## config.mk

```make
export PLATFORM = sky130hd
export DESIGN_NAME = lzsd_parser
export DESIGN_NICKNAME = d
export VERILOG_FILES = /design/src/hw/rtl/lzsd_pkg.sv /design/src/hw/rtl/lzsd_parser.sv
export SDC_FILE = /design/constraint.sdc
export NUM_CORES = 1
export LEC_CHECK = 0
export BUFFER_PORTS_ARGS = -buffer_cell sky130_fd_sc_hd__buf_4
export CAP_MARGIN = 20
export CELL_PAD_IN_SITES_DETAIL_PLACEMENT = 1
export CELL_PAD_IN_SITES_GLOBAL_PLACEMENT = 1
export CORE_MARGIN = 5
export CORE_UTILIZATION = 38
export DETAILED_ROUTE_END_ITERATION = 7
export PLACE_DENSITY_LB_ADDON = 0.08
export SYNTH_ARGS = -nofsm -noshare
export SYNTH_HDL_FRONTEND = slang
export SYNTH_SLANG_ARGS = --single-unit
```

## constraint.sdc

```tcl
create_clock -name clk -period 2.3 [get_ports clk]
set_clock_uncertainty 0.2 [all_clocks]
set_input_delay 0.345 -clock clk [delete_from_list [all_inputs] [get_ports clk]]
set_output_delay 0.345 -clock clk [all_outputs]
set_load 0.05 [all_outputs]
```

## src/hw/rtl/lzsd_pkg.sv

```systemverilog
`timescale 1ns / 1ps

package lzsd_pkg;

  // Dictionary geometry
  localparam int WinAw          = 12;
  localparam int WinDepth       = 1 << WinAw;
  localparam int FillW          = WinAw + 1;
  localparam logic [WinAw-1:0] WinStart = 12'hFEE;

  // Token geometry
  localparam int LenW           = 5;
  localparam logic [LenW-1:0] MinMatch = 5'd3;
  localparam int CountW         = 24;

  // Token phase of the parser
  typedef enum logic [1:0] {
    PH_FLAG = 2'd0,
    PH_LOW  = 2'd1,
    PH_HIGH = 2'd2
  } phase_t;

  // Command from the parser to the copy engine
  typedef struct packed {
    logic             start;
    logic             literal;
    logic [7:0]       data;
    logic [WinAw-1:0] pos;
    logic [LenW-1:0]  len;
  } copy_cmd_t;

  // Configuration register indexes
  localparam logic REG_OUTPUT_LENGTH = 1'b0;

endpackage

```

## src/hw/rtl/lzsd_parser.sv

```systemverilog
`timescale 1ns / 1ps

module lzsd_parser (
  input  logic                clk,
  input  logic                rst_n,
  input  logic                take,
  input  logic [7:0]          in_byte,
  output lzsd_pkg::copy_cmd_t cmd
);
  import lzsd_pkg::*;

  phase_t      phase_r, phase_nxt;
  logic [15:0] flag_r, flag_nxt;
  logic [7:0]  low_r, low_nxt;
  logic [15:0] flag_shifted;

  assign flag_shifted = {1'b0, flag_r[15:1]};

  // Next phase, flag shifter and low byte latch
  always_comb begin
    phase_nxt = phase_r;
    flag_nxt  = flag_r;
    low_nxt   = low_r;
    if (take) begin
      case (phase_r)
        PH_LOW: begin
          if (flag_r[0]) begin
            flag_nxt  = flag_shifted;
            phase_nxt = flag_shifted[8] ? PH_LOW : PH_FLAG;
          end else begin
            low_nxt   = in_byte;
            phase_nxt = PH_HIGH;
          end
        end
        PH_HIGH: begin
          flag_nxt  = flag_shifted;
          phase_nxt = flag_shifted[8] ? PH_LOW : PH_FLAG;
        end
        default: begin
          flag_nxt  = {8'hFF, in_byte};
          phase_nxt = PH_LOW;
        end
      endcase
    end
  end

  // Command toward the copy engine
  always_comb begin
    cmd         = '0;
    cmd.data    = in_byte;
    cmd.pos     = {in_byte[3:0], low_r};
    cmd.len     = {1'b0, in_byte[7:4]} + MinMatch;
    cmd.literal = (phase_r == PH_LOW);
    case (phase_r)
      PH_LOW:  cmd.start = take && flag_r[0];
      PH_HIGH: cmd.start = take;
      default: cmd.start = 1'b0;
    endcase
  end

  always_ff @(posedge clk) begin
    if (!rst_n) begin
      phase_r <= PH_FLAG;
      flag_r  <= '0;
      low_r   <= '0;
    end else begin
      phase_r <= phase_nxt;
      flag_r  <= flag_nxt;
      low_r   <= low_nxt;
    end
  end

endmodule

```

==> impl_metrics.tcl <==
set metrics [dict create \
    cts_tree "built" \
    routed_wl_um 3150 \
    routabilityCongestion 0.757 \
    hold_ws_ps 72.5 \
    drv_slew 0 \
    worstSkewPairLatency_ps 320 \
    netlist_area_um2 1310 \
    wire_per_inst_um 15.1 \
    grt_busiest_layer "met2" \
    critPathMaxFanout 9 \
    vias 1065 \
    cts_buffers 3 \
    grt_usage 0.148 \
    cts_hold_buf 0 \
    period_needed_ps 2200 \
    preCtsSetupSlack_ps 388 \
    cp-start-kind "flip-flop" \
    start_util 0.394 \
    cp.arrival_ps 1650 \
    antenna_left 0 \
    die_h_um 68.8 \
    tightestPinTransition_ps 512 \
    drive_gt1_frac 0.344 \
    syn_to_final_growth_pct 20.3 \
    dr.pass1.iters 3 \
    netlist_top_cells_area "dfxtp_1, mux2i_1, buf_4" \
    nets 178 \
    rsz0062_at_grt "no" \
    power_mw 1.04 \
    use_met1 0.193 \
    ys_types 28 \
    power_density_nw_per_um2 658 \
    hp-class "input pin to flip-flop" \
    yosys.area.top_type "dfxtp_1" \
    slew_headroom 0.658 \
    status "finished clean" \
    hpwl_um 2320 \
    first_global_vias 1120 \
    row_count 21 \
    grt_max_degree 22 \
    finalHoldViolCount 0 \
    maxCapViolations 0 \
    die_area_um2 4730 \
    critPathKind "flip-flop to primary output" \
    viasPerCell 5.10 \
    finalSetupTns_ps 0 \
    antenna_found_initial 0 \
    grt_pass1_wl_um 5360 \
    postCtsSetupBuffers 0 \
    synth_top_area_share 0.396 \
    endpoint_kind "primary output" \
    most-common-layout-cells "buf_4, dfxtp_1, a21oi_1" \
    cts_root_buf "clkbuf_4" \
    finalSetupViolations 0 \
    core_area_um2 3340 \
    overflow 0 \
    reg2regPathDepth 5 \
    peakVddDrop_uv 248 \
    grt_util_met3 0.0308 \
    n_fill_cell 397 \
    period_share 0.955 \
    grt_util_met2 0.253 \
    ys_ff_latch 26 \
    r2r_slack_ps 440 \
    crit_required_ps 1750 \
    final_common_cell "buf_4" \
    synth.yosys.warnings 0 \
    n_antenna_cell 0 \
    clkTransAtPathRegs_ps 150 \
    avgSynthCellArea_um2 9.38 \
    synthCells 140 \
    ys_seq_area_frac 0.396 \
    route.detailed.drc 0 \
    timing.fmax_mhz 455 \
    clockBufferDepth 2 \
    pin_count 38 \
    fin_ws_ps 104 \
    io_buffers 37 \
    hold_path_depth 3 \
    initialDrtViolationCount 64 \
    dieWidth_um 68.8 \
    syn_nets 154 \
    cts_num_sinks 26 \
    p_leak_nw 0.753 \
    cts-htree-levels 1 \
]
-- cells in the mapped netlist --
cell / n
dfxtp_1: 26
a21oi_1: 13
buf_4: 12
mux2i_1: 9
nand2_1: 9
nor2_1: 9
and3_1: 8
a221o_1: 7
inv_1: 7
o221a_2: 6
clkbuf_1: 5
nor2b_1: 4
and2b_1: 3
ha_1: 3
buf_2: 2
buf_6: 2
nand3b_1: 2
nor3_1: 2
xnor2_1: 2
a21bo_2: 1
a221oi_1: 1
a311oi_1: 1
and2_4: 1
nand2b_1: 1
nand2b_4: 1
nand3_1: 1
nor4_4: 1
o21ai_0: 1
-- timing repair --
action	in CTS	in global routing
endpoints found under the hold margin	0	0
endpoints found under the setup margin	0	1
resized for setup	0	1
-- cells by family (layout without fill, tap and decap cells) --
| group | after synthesis | in the layout | share of synthesized area |
|---|---|---|---|
| compound gates | 30 | 30 | 0.179 |
| xor+xnor | 2 | 2 | 0.0133 |
| fa+ha+maj | 3 | 3 | 0.0286 |
| buf+inv | 28 | 51 | 0.128 |
| flops | 26 | 26 | 0.396 |
| mux | 9 | 9 | 0.0686 |
| simple gates | 42 | 42 | 0.187 |
-- where the power goes --
group,internal [mW],total (mW),leakage (nW),switching [mW]
clock network,0.0968,0.236,0.0210,0.139
logic,0.108,0.302,0.519,0.194
registers,0.484,0.502,0.213,0.0183
-- layout make-up --
type	instances	area [um^2]	share of cell area
Multi-Input combinational cell	86	639	0.405
Sequential cell	26	520	0.329
Timing Repair Buffer	40	300	0.190
Tap cell	46	57.6	0.0364
Clock buffer	4	36.3	0.0230
Inverter	7	26.3	0.0166
-- per-stage QoR --
stage	utilization	cell area, um^2	std cells
2_1_floorplan	-	1330	140
3_3_place_gp	0.462	1540	205
3_5_place_dp	0.462	1540	205
4_1_cts	0.473	1580	209
5_1_grt	0.474	1580	209
6_report	0.474	1580	209
-- path summary, 6_finish.rpt --
path	startpoint	end
setup / recovery	phase_r[1]$_SDFFE_PN0P_	cmd[26]
hold / removal	in_byte[2]	low_r[2]$_SDFFE_PN0P_
setup reg to reg	phase_r[1]$_SDFFE_PN0P_	flag_r[3]$_SDFFE_PN0P_
hold reg to reg	flag_r[5]$_SDFFE_PN0P_	flag_r[4]$_SDFFE_PN0P_
-- metal layers --
metal  part of all wire  vias up
li1                   -      529
met2               0.49       21
met4             0.0079        0
met5                  0        -
met3              0.036        6
met1               0.47      509
-- state kept, by name, indices dropped and copies added, names as in the netlist --
name	count
flag_r	16
low_r	8
phase_r	2
-- critical path, cell delays in order (launching register included) --
cell	delay, ps
dfxtp_1	360
inv_1	60
ha_1	300
a21oi_1	110
buf_4	180
nor3_4	100
buf_4	210
(Power assumes the default switching activity.)
